--- src/design/rbf_pkg.sv ---
// ----------------------------------------------------------------------------
// rbf_pkg : shared types and constants of the resonant biquad filter
// Widths, codes and controller/datapath command types.
// ----------------------------------------------------------------------------
package rbf_pkg;

    localparam int SAMPLE_BITS  = 24;
    localparam int GROUP_SIZE   = 4;
    localparam int PHASE_W      = (GROUP_SIZE > 1) ? $clog2(GROUP_SIZE) : 1;

    localparam int FREQ_BITS    = 24;
    localparam int Q_BITS       = 32;
    localparam int DELAY_BITS   = 40;
    localparam int ALPHA_BITS   = 40;
    localparam int RECIP_BITS   = 32;
    localparam int L2_BITS      = 31;
    localparam int COEF_BITS    = 34;
    localparam int SIG_BITS     = 42;
    localparam int ACC_BITS     = 48;
    localparam int MUL_A_BITS   = 33;
    localparam int MUL_B_BITS   = 32;
    localparam int PROD_BITS    = MUL_A_BITS + MUL_B_BITS;
    localparam int DIV_N_BITS   = 48;
    localparam int DIV_D_BITS   = 41;
    localparam int DIV_CNT_BITS = $clog2(DIV_N_BITS + 1);

    localparam logic [MUL_B_BITS-1:0] FLOOR_GAIN = 32'd1000000;

    // register indexes (byte address / 4)
    localparam logic [2:0] REG_FILTER_TYPE = 3'd0;
    localparam logic [2:0] REG_FREQ_SRC    = 3'd1;
    localparam logic [2:0] REG_Q_SRC       = 3'd2;
    localparam logic [2:0] REG_FIXED_FREQ  = 3'd3;
    localparam logic [2:0] REG_FIXED_Q     = 3'd4;

    typedef enum logic [1:0] {
        FT_BANDPASS,
        FT_RESONANT,
        FT_LOWPASS,
        FT_HIGHPASS
    } filter_type_t;

    typedef enum logic [4:0] {
        OP_NONE,
        OP_LOAD,
        OP_SQ,
        OP_L2,
        OP_FLOOR_MUL,
        OP_ALPHA_SAT,
        OP_DIV_ALPHA,
        OP_ALPHA_Q,
        OP_DIV_RCP,
        OP_RCP_Q,
        OP_T_MUL,
        OP_T,
        OP_COEF,
        OP_MQ_LO,
        OP_MQ_HI,
        OP_MQ_ACC,
        OP_W0,
        OP_GAIN_MUL,
        OP_GAIN,
        OP_SHIFT
    } op_t;

    typedef enum logic [1:0] {
        MQ_FB1,
        MQ_FB2,
        MQ_OUT
    } mq_sel_t;

    typedef struct packed {
        op_t     op;
        mq_sel_t sel;
    } cmd_t;

    typedef struct packed {
        logic div_done;
        logic q_zero;
    } status_t;

endpackage

--- src/design/rbf_ctrl.sv ---
// ----------------------------------------------------------------------------
// rbf_ctrl : sequencer of the biquad datapath
// Steps each sample through latch (first of a group), feedback and output passes.
// ----------------------------------------------------------------------------
module rbf_ctrl
    import rbf_pkg::*;
(
    input  logic    clk,
    input  logic    rst_n,
    input  logic    in_valid,
    input  logic    vector_start,
    input  logic    out_stall,
    input  status_t status,
    output cmd_t    cmd,
    output logic    in_stall,
    output logic    out_valid
);

    typedef enum logic [4:0] {
        S_IDLE, S_SQ, S_L2, S_FMUL, S_ASAT, S_DIVA, S_WAITA, S_DIVR, S_WAITR,
        S_TMUL, S_T, S_COEF, S_F1LO, S_F1HI, S_F1AC, S_F2LO, S_F2HI, S_F2AC,
        S_W0, S_GMUL, S_GAIN, S_YLO, S_YHI, S_YAC, S_OUT
    } state_t;

    state_t               state_reg, state_next;
    logic [PHASE_W-1:0]   phase_reg, phase_next, phase_base;
    logic                 out_valid_reg, out_valid_next;
    logic                 accept, latch, out_free;

    always_comb
    begin
        accept     = in_valid && (state_reg == S_IDLE);
        phase_base = vector_start ? '0 : phase_reg;
        latch      = vector_start || (phase_reg == '0);
        out_free   = !out_valid_reg || !out_stall;

        phase_next = phase_reg;
        if (accept)
            phase_next = (phase_base == PHASE_W'(GROUP_SIZE - 1)) ? '0
                       : phase_base + 1'b1;

        out_valid_next = out_valid_reg;
        if (out_valid_reg && !out_stall)
            out_valid_next = 1'b0;
        if (state_reg == S_OUT && out_free)
            out_valid_next = 1'b1;

        state_next = state_reg;
        cmd.op     = OP_NONE;
        cmd.sel    = MQ_FB1;
        unique case (state_reg)
            S_IDLE:
            begin
                if (accept)
                begin
                    cmd.op     = OP_LOAD;
                    state_next = latch ? S_SQ : S_TMUL;
                end
            end
            S_SQ:    begin cmd.op = OP_SQ;  state_next = S_L2; end
            S_L2:
            begin
                cmd.op     = OP_L2;
                state_next = status.q_zero ? S_FMUL : S_DIVA;
            end
            S_FMUL:  begin cmd.op = OP_FLOOR_MUL; state_next = S_ASAT; end
            S_ASAT:  begin cmd.op = OP_ALPHA_SAT; state_next = S_DIVR; end
            S_DIVA:  begin cmd.op = OP_DIV_ALPHA; state_next = S_WAITA; end
            S_WAITA:
            begin
                if (status.div_done)
                begin
                    cmd.op     = OP_ALPHA_Q;
                    state_next = S_DIVR;
                end
            end
            S_DIVR:  begin cmd.op = OP_DIV_RCP; state_next = S_WAITR; end
            S_WAITR:
            begin
                if (status.div_done)
                begin
                    cmd.op     = OP_RCP_Q;
                    state_next = S_TMUL;
                end
            end
            S_TMUL:  begin cmd.op = OP_T_MUL; state_next = S_T; end
            S_T:     begin cmd.op = OP_T;     state_next = S_COEF; end
            S_COEF:  begin cmd.op = OP_COEF;  state_next = S_F1LO; end
            S_F1LO:  begin cmd.op = OP_MQ_LO;  cmd.sel = MQ_FB1; state_next = S_F1HI; end
            S_F1HI:  begin cmd.op = OP_MQ_HI;  cmd.sel = MQ_FB1; state_next = S_F1AC; end
            S_F1AC:  begin cmd.op = OP_MQ_ACC; cmd.sel = MQ_FB1; state_next = S_F2LO; end
            S_F2LO:  begin cmd.op = OP_MQ_LO;  cmd.sel = MQ_FB2; state_next = S_F2HI; end
            S_F2HI:  begin cmd.op = OP_MQ_HI;  cmd.sel = MQ_FB2; state_next = S_F2AC; end
            S_F2AC:  begin cmd.op = OP_MQ_ACC; cmd.sel = MQ_FB2; state_next = S_W0; end
            S_W0:    begin cmd.op = OP_W0;       state_next = S_GMUL; end
            S_GMUL:  begin cmd.op = OP_GAIN_MUL; state_next = S_GAIN; end
            S_GAIN:  begin cmd.op = OP_GAIN;     state_next = S_YLO; end
            S_YLO:   begin cmd.op = OP_MQ_LO;  cmd.sel = MQ_OUT; state_next = S_YHI; end
            S_YHI:   begin cmd.op = OP_MQ_HI;  cmd.sel = MQ_OUT; state_next = S_YAC; end
            S_YAC:   begin cmd.op = OP_MQ_ACC; cmd.sel = MQ_OUT; state_next = S_OUT; end
            S_OUT:
            begin
                if (out_free)
                begin
                    cmd.op     = OP_SHIFT;
                    state_next = S_IDLE;
                end
            end
            default: state_next = S_IDLE;
        endcase
    end

    always_ff @(posedge clk or negedge rst_n)
    begin
        if (!rst_n)
        begin
            state_reg     <= S_IDLE;
            phase_reg     <= '0;
            out_valid_reg <= 1'b0;
        end
        else
        begin
            state_reg     <= state_next;
            phase_reg     <= phase_next;
            out_valid_reg <= out_valid_next;
        end
    end

    assign in_stall  = (state_reg != S_IDLE);
    assign out_valid = out_valid_reg;

    a_rise_from_out: assert property (@(posedge clk) disable iff (!rst_n)
        $rose(out_valid_reg) |-> $past(state_reg == S_OUT))
        else $error("result raised outside the output step");

    a_wait_div: assert property (@(posedge clk) disable iff (!rst_n)
        (state_reg == S_WAITA && !status.div_done) |=> state_reg == S_WAITA)
        else $error("left divider wait before quotient ready");

    a_done_in_wait: assert property (@(posedge clk) disable iff (!rst_n)
        status.div_done |-> (state_reg == S_WAITA || state_reg == S_WAITR))
        else $error("divider finished outside a wait step");

    a_vector_phase: assert property (@(posedge clk) disable iff (!rst_n)
        (accept && vector_start) |=> phase_reg == PHASE_W'(1 % GROUP_SIZE))
        else $error("grouping did not restart at vector start");

endmodule

--- config.mk ---
export PLATFORM = sky130hd
export DESIGN_NAME = rbf_ctrl
export DESIGN_NICKNAME = d
export VERILOG_FILES = /design/src/design/rbf_pkg.sv /design/src/design/rbf_ctrl.sv
export SDC_FILE = /design/constraint.sdc
export NUM_CORES = 1
export LEC_CHECK = 0
export BUFFER_PORTS_ARGS = -buffer_cell sky130_fd_sc_hd__buf_4
export CAP_MARGIN = 20
export CORE_MARGIN = 1
export CORE_UTILIZATION = 57
export DETAILED_ROUTE_END_ITERATION = 10
export GPL_TIMING_DRIVEN = 0
export PLACE_DENSITY_LB_ADDON = 0.12
export SYNTH_ARGS = -nofsm -noshare
export SYNTH_HDL_FRONTEND = slang
export SYNTH_SLANG_ARGS = --single-unit
--- constraint.sdc ---
create_clock -name clk -period 4 [get_ports clk]
set_input_delay 0.4 -clock clk [delete_from_list [all_inputs] [get_ports clk]]
set_output_delay 0.4 -clock clk [all_outputs]
set_load 0.005 [all_outputs]
==> results of run 1 <==
final cells by class:
cell class / count / area share [%]
buffer: 9 / 4.79
clock buffer: 3 / 2.40
inverter: 4 / 1.60
multi-input combinational: 79 / 55.0
sequential: 8 / 21.3
tap: 14 / 1.86
timing repair buffer: 16 / 13.0
power by group through the flow:
stage               Combinational [mW]  Clock (mW)  Sequential, mW
floorplan                        0.408           0           0.138
detailed placement               0.568           0           0.145
finish                           0.580      0.0657           0.146
global placement                 0.550           0           0.143
CTS                              0.570      0.0667           0.144
global route                     0.630      0.0705           0.149
worst max-delay path, delay by kind of cell (launching register included):
kind                   cells  cell delay (ps)
AND/OR/NAND/NOR            1              130
buffers and inverters      3              740
flip-flops                 1              450
AO/OA/AOI/OAI              2              340
timing repair:
| item | CTS | global route |
|---|---|---|
| hold buffers | 1 | 0 |
| hold endpoints to repair | 8 | 0 |
| setup endpoints to repair | 0 | 0 |
metal layers:
layer / part of all wire [%] / global-route usage [%]
met2: 50 / 53.8
met5: 0 / 0
met4: 1.4 / 12.1
met3: 7.5 / 6.94
met1: 41 / 41.6
kinds of logic (layout without fill, tap and decap cells):
family	count (synthesis)	after routing
simple gates	38	38
compound gates	37	37
buf+inv	13	32
flops	8	8
mux	3	3
xor+xnor	1	1
cells in the final DEF, fill, tap and decap left out, drive strengths merged, types with 2 or more instances in the layout:
cell type,netlist,final
a211o,2,2
a21o,2,2
a21oi,8,8
a31oi,3,3
and3,2,2
and4,2,2
buf,6,21
clkbuf,3,6
dfrtp,8,8
inv,4,4
mux2i,2,2
nand2,12,12
nand3,2,2
nor2,4,4
nor2b,5,5
nor3,4,4
o21a,2,2
o21ai,8,8
o22ai,2,2
o311ai,3,3
or2,2,2
or4b,2,2
worst max-delay path by stage:
stage,cells after the start,from,end,slack [ps]
floorplan,5,state_reg[0]$_DFFE_PN0P_,cmd[5],2320
global placement,6,state_reg[0]$_DFFE_PN0P_,cmd[5],2030
detailed placement,6,state_reg[0]$_DFFE_PN0P_,cmd[5],2010
CTS,6,state_reg[0]$_DFFE_PN0P_,cmd[5],1720
global route,6,state_reg[3]$_DFFE_PN0P_,cmd[6],1580
finish,6,state_reg[3]$_DFFE_PN0P_,cmd[6],1670
through the flow:
stage	utilization [%]	hold WS, ps	cells	setup slack (ps)	total power [mW]
4_1_cts	79.2	427	133	1720	0.782
2_1_floorplan	-	104	100	2320	0.546
3_3_place_gp	76.5	217	129	2030	0.693
6_report	79.2	435	133	1670	0.791
3_5_place_dp	76.5	219	129	2010	0.713
5_1_grt	79.2	432	133	1580	0.850
==> results summary, run 1 <==
The cell area that synthesis handed to floorplanning was between 700 and 800 um2. Clock-pin slew was measured on the worst setup and hold paths at around 60 ps. In the post-synthesis netlist, the biggest area contributors are dfrtp_1 26%, nand2_1 5.8%, a21oi_1 5.2%, nor2b_1 4.0%, o311ai_1 3.4%. In this run the critical register-to-register path is launched from state_reg[1]$_DFFE_PN0P_.

The root cell of the clock tree is clkbuf_4. STA puts the critical path data arrival time at 1930 ps. The netlist uses 42 different library cells. The mean area per synthesized cell is around 7.8 um2. The endpoint required time on the critical path is 3600 ps. The post-layout net count came out at around 130. The via-per-instance ratio is between 6 and 7. The number of flip-flops under the largest register name came out at 5. The wire length of the first global-routing pass came out at 3.26 mm. The clock network latency to the later pin of the worst-skew pair came out at ~270 ps.

The worst register-to-register path ends at phase_reg[0]$_DFFE_PN0P_. The area used by multi-input combinational logic is 517 um2. The average wire per standard cell came out at 15.9 um. The sequential fraction of design power is 18.4%. The pin slew with the least headroom to its limit is approximately 440 ps. The sum of net half-perimeters after detailed placement is 1.52 mm.

The post-synthesis share of cell area spent on full adders, half adders and majority gates came out at 0%. For this block, the routed nets add up to ~2.1 mm of wire. Once the floorplan was initialized, standard cells occupied between 60% and 70% of the core. Of the total power, the clock network draws under 10%. The signal on the critical path passes through buf_2 -> buf_1 -> nand3_1 -> a21o_1 -> a21oi_1 -> buf_4. The layout filler cell count came out at 94.

The reported net switching power is 0.375 mW. The first TritonRoute pass finished after 4 iterations. In this run the power density over the cells is 842 nW/um2. The number of top-level pins came out at 16. The antenna diode count is 0. The area of placed instances is 907 um2. The synthesized-area fraction occupied by ao, oa, aoi and oai cells is 33.7%. The share of total power dissipated in combinational logic is about 73%. The number of antenna violations at the first check in global routing came out at 0. The global-route total usage across every layer came out at 32.7%. The type of element launching the critical path is a register. The leakage power total is approximately 0.41 nW.

The flip-flop and latch count after synthesis came out at 8. The clock net sink count came out at 8. The number of warnings reported in the yosys synthesis log is 0. In this run, post-CTS repair resized a total of 0 instances. The aggregate global routing overflow is 0. The final number of max-transition violations came out at 0. Measured along the y axis, the die boundary spans 38.9 um. The largest fanout of any net on the critical path is 10. The remaining antenna violation count after routing is 0.

The share of synthesized area spent on multiplexers came out at under 10%. The floorplan step set the die width to 38.9 um. The flow ran to the end, and the final reports show no timing, DRC or antenna violations. The cell area after layout is 940 um2. TritonCTS built the clock tree. The highest cell delay on the worst timing path is 450 ps. The worst reg-to-reg setup slack came out at 2270 ps. The share of synthesized area in the top cell type comes to 25.8%. The critical path is of the register to primary output type. The total number of vias came out at 875. Of all cell types, the one taking the most synthesized area is dfrtp_1. The number of standard cells after synthesis came out at 100. The die area came out at 1510 um2. The share of synthesized registers carrying an async set or reset came out at 100%. The hold violation total from the final report is 0. In this run the core area contains 12 standard-cell rows.

The commonest cells after synthesis are 12 x nand2_1, 8 x a21oi_1, 8 x dfrtp_1. The post-synthesis net count came out at 107. The endpoint class of the critical path is a primary output. The max-cap check violation count is 0. The largest net degree at the start of global routing came out at 11.

The post-route DRC violation count is 0. The cell internal power dissipation came out at 0.416 mW. The path with the worst hold slack has its endpoint at out_valid$_DFFE_PN0P_. The worst path uses between 50% and 60% of the clock period. The first routing iteration left 50 violations. The number of buffers created by CTS is 3. The footprint of the flip-flops and latches came out at approximately 200 um2. The standard cell with the maximum stage delay on the critical path is dfrtp_1. The library cell with the highest instance count after synthesis is nand2_1. The fraction of final layout cells with drive strength greater than 1 came out at 25.2%. The peak clock frequency supported by timing is 430 MHz. The switching portion of total power is 47.4%.

Among all flip-flop cells after synthesis, the most frequent one is dfrtp_1. The worst hold path was traced through 3 stages. The area overhead of the layout relative to synthesis came out at 20.9%. By area, the combinational part of the netlist is dominated by compound AO/OA/AOI/OAI gates. The XOR/XNOR share of the synthesized area came out at ~1.1%.

The post-synthesis sequential area ratio is 25.8%. The startpoint of the tightest hold check path is out_stall. VDD sags by at most roughly 0.00056 V. The count of buffers from port buffering came out at 15. The core region is around 1200 um2. The worst-case clock buffer depth came out at 2. In the final timing run, aggregate negative setup slack is 0 ps. The number of flops mapped to enable cells by yosys came out at 0. The via count of the first global-routing pass came out at 726. The post-CTS setup buffer count came out at 0. Routability-driven placement finished with a final weighted congestion of 0.893. The minimum period implied by the final worst setup slack is 2330 ps. The number of cells traversed by the worst register-to-register path came out at 5. The relative slew slack is 70.5%. The deepest level of the CTS H-tree is 1.

The final setup violation count came out at 0. The simple-gate share of the synthesized area came out at a little over a quarter. The worst clock skew on the final layout came out at 5.33 ps. Setup repair after global routing left no endpoint under its margin.

The type of the worst min-delay path is input port to register.
(Power assumes the default switching activity.)
==> inputs of run 2 (changes only) <==
CORE_UTILIZATION = 47   (was 57)
clock period = 1.9 ns   (was 4 ns; I/O delays follow)
==> run 2 against run 1 <==
Cell area grew 2.5%. Total power grew 110%. Worst setup slack lost 1600 ps. Utilization shrank 16 points.
==> results summary, run 2 (synthesized netlist as in run 1, its figures left out) <==
The flow ran to the end, and the final reports show no timing, DRC or antenna violations. The endpoint required time on the critical path is ~1700 ps. The critical path is of the register to primary output type. After detailed routing, the number of vias per cell comes to around 6.3.

The root buffer cell chosen for the clock tree is clkbuf_4. In this design, the largest share of critical-path delay is due to flip-flops. In the layout the commonest cells are 18 x buf_4, 12 x nand2_1, 8 x a21oi_1. The highest cell delay on the worst timing path is 410 ps. The footprint of the flip-flops and latches is 204 um2. The post-layout net count is 128. The met3 usage came out at between 6 and 7%. The area of placed instances came out at between 900 and 1000 um2. The number of top-level pins is 16. The largest fanout of any net on the critical path is 10. The area used by multi-input combinational logic is 519 um2. The final number of max-transition violations came out at 0. The cell area after layout is 963 um2. The clock-pin slew reported for the worst setup and hold paths after clock tree synthesis is about 50 ps.

The post-route setup TNS is 0 ps. The number of search-and-repair iterations in the first detailed-routing pass came out at 4. In the global route stage, met1 resource usage came out at a little over a third. The count of placed standard cells in the final layout, fillers left out is 135. The clock net sink count came out at 8.

The pre-CTS setup slack is around 110 ps. In the routed design, unresolved DRC markers number 0. The design draws 1.69 mW.

The leakage power total is about 0.42 nW. The post-layout worst setup margin came out at ~73 ps. Clock skew on the completed layout was measured at ~0.57 ps. The worst-case clock buffer depth came out at 2. The cell internal power dissipation came out at 0.919 mW. The slowest stage of the critical path is the dfrtp_2 cell.

The worst hold-check slack came out at ~230 ps. The via count of the first global-routing pass is 760. The number of buffers and inverters on the critical path is 2. The sum of net half-perimeters after detailed placement came out at 1.44 mm.

The count of buffers from port buffering is 15. The average wire per standard cell is approximately 15 um. The detail route stage leaves a number of antenna-violating nets equal to 0. The layout filler cell count came out at about 140. From left edge to right edge, the die measures between 40 and 50 um. The number of buffers created by CTS is 3. The critical path goes through clkbuf_4 -> or2_0 -> o21a_1 -> o22ai_1 -> a21boi_1 -> buf_4.

The count of cell instances traversed by the critical path is 6. The arrival time of the worst setup path came out at 1640 ps. The global-route total usage across every layer is about 24%. The switching portion of total power came out at a little under half. Leaving out fill and tap cells, the most frequent cell in the layout is buf_4. The DRC violation total after the first TritonRoute iteration is 24. Once layout is complete, the utilization of the core stands at 63.2%. For this run, global-route usage on met2 was measured as 35.5%. The analysis attributes to net switching a power of between 0.7 and 0.8 mW.

For this run the aggregate overflow at the end of global routing stands at 0. The endpoint class of the critical path is a primary output. The global routing stage identified its most utilized layer as met2. The wire length reported by the detailed router came out at around 2.0 mm.

Entering global routing, the biggest net connects 11 pins. From bottom edge to top edge, the die measures 42.7 um. The fraction of final layout cells with drive strength greater than 1 came out at 31.9%.

The wire length of the first global-routing pass is between 3 and 4 mm. After layout, the worst path uses ~96% of the clock period. TritonCTS built the clock tree. The floorplan has 14 rows. The total instance count after detailed placement came out at approximately 130. For the pin with the worst max-slew slack, the measured transition is 397 ps. The type of element launching the critical path is a register. The min-delay analysis places its worst path in the category input port to register.

The clock network latency to the later pin of the worst-skew pair came out at 250 ps. The weighted congestion at the end of routability-driven global placement came out at 0.889. The clock network accounts for approximately 7.6% of the total power. The initial utilization of the core area, before any placement, comes to 51.0%. The cell depth of the worst min-delay path is 3. The peak clock frequency supported by timing came out at about 550 MHz. The total power divided by cell area is 1760 nW/um2.

The share of power burned in combinational logic is 72.8%. The hold violation total from the final report was 0. The routed design could run at a clock period as short as 1830 ps.

The antenna diode count came out at 0. The area overhead of the layout relative to synthesis came out at 24.0%. The maximum resistive drop on vdd came out at 0.00105 V. The deepest level of the CTS H-tree came out at 1. The number of antenna violations at the first check in global routing is 0. The number of flip-flops under the largest register name is 5. Setup violations remaining at the end of the flow were counted as 0. The area of the placeable core is 1520 um2.

The sequential fraction of design power is 19.6%. Max-cap violations in this run came to 0. Across all layers, the routed design uses between 800 and 900 vias.

The die area is 1820 um2. The number of cells traversed by the worst register-to-register path came out at 5. The relative slew slack came out at around three quarters.
-- run 2: cell types whose count changed in the layout (fill, tap and decap cells not counted), sizes merged --
cell    before  now
clkbuf       6    5
buf         21   22
-- run 2: worst paths after layout --
path	from	end	slack, ps
max	state_reg[0]$_DFFE_PN0P_	cmd[5]	70
min	in_valid	phase_reg[0]$_DFFE_PN0P_	230
max reg2reg	state_reg[4]$_DFFE_PN0P_	state_reg[3]$_DFFE_PN0P_	190
min reg2reg	phase_reg[1]$_DFFE_PN0P_	phase_reg[1]$_DFFE_PN0P_	460
max in group asynchronous	rst_n	state_reg[0]$_DFFE_PN0P_	1480
min in group asynchronous	rst_n	phase_reg[1]$_DFFE_PN0P_	280
-- run 2: final cells by class --
cell class / count / share of cell area (%)
flip-flops and latches: 8 / 21.2
plain buffers: 8 / 5.45
repair buffers: 17 / 13.5
multi-input cells: 79 / 53.9
clock buffers: 3 / 2.34
inverters: 4 / 1.56
well taps: 16 / 2.08
-- run 2: power by group through the flow --
stage                     sequential (mW)  clock, mW  combinational (mW)
final                               0.331      0.129                1.23
after global routing                0.339      0.145                1.35
after CTS                           0.328      0.132                1.18
after detailed placement            0.307          0                1.19
after global placement              0.307          0                1.17
after floorplan                     0.290          0               0.858
-- run 2: metal layers --
metal / routed length (um) / vias up
met4: 23 / 0
met5: 0 / -
li1: - / 408
met3: 187 / 4
met2: 913 / 48
met1: 894 / 387
-- run 2: worst reg2reg max path, stage by stage (launching register included) --
cell and delay (ps):
dfrtp_1 370, buf_6 140, or4b_4 530, a2bb2o_4 210, a31oi_2 40, mux2_4 310
-- run 2: what timing repair did --
action	CTS	global route
endpoints found under the setup margin	6	6
gates resized for setup	4	8
hold buffers	1	0
endpoints found under the hold margin	8	0
setup buffers	0	1
cloned	0	0
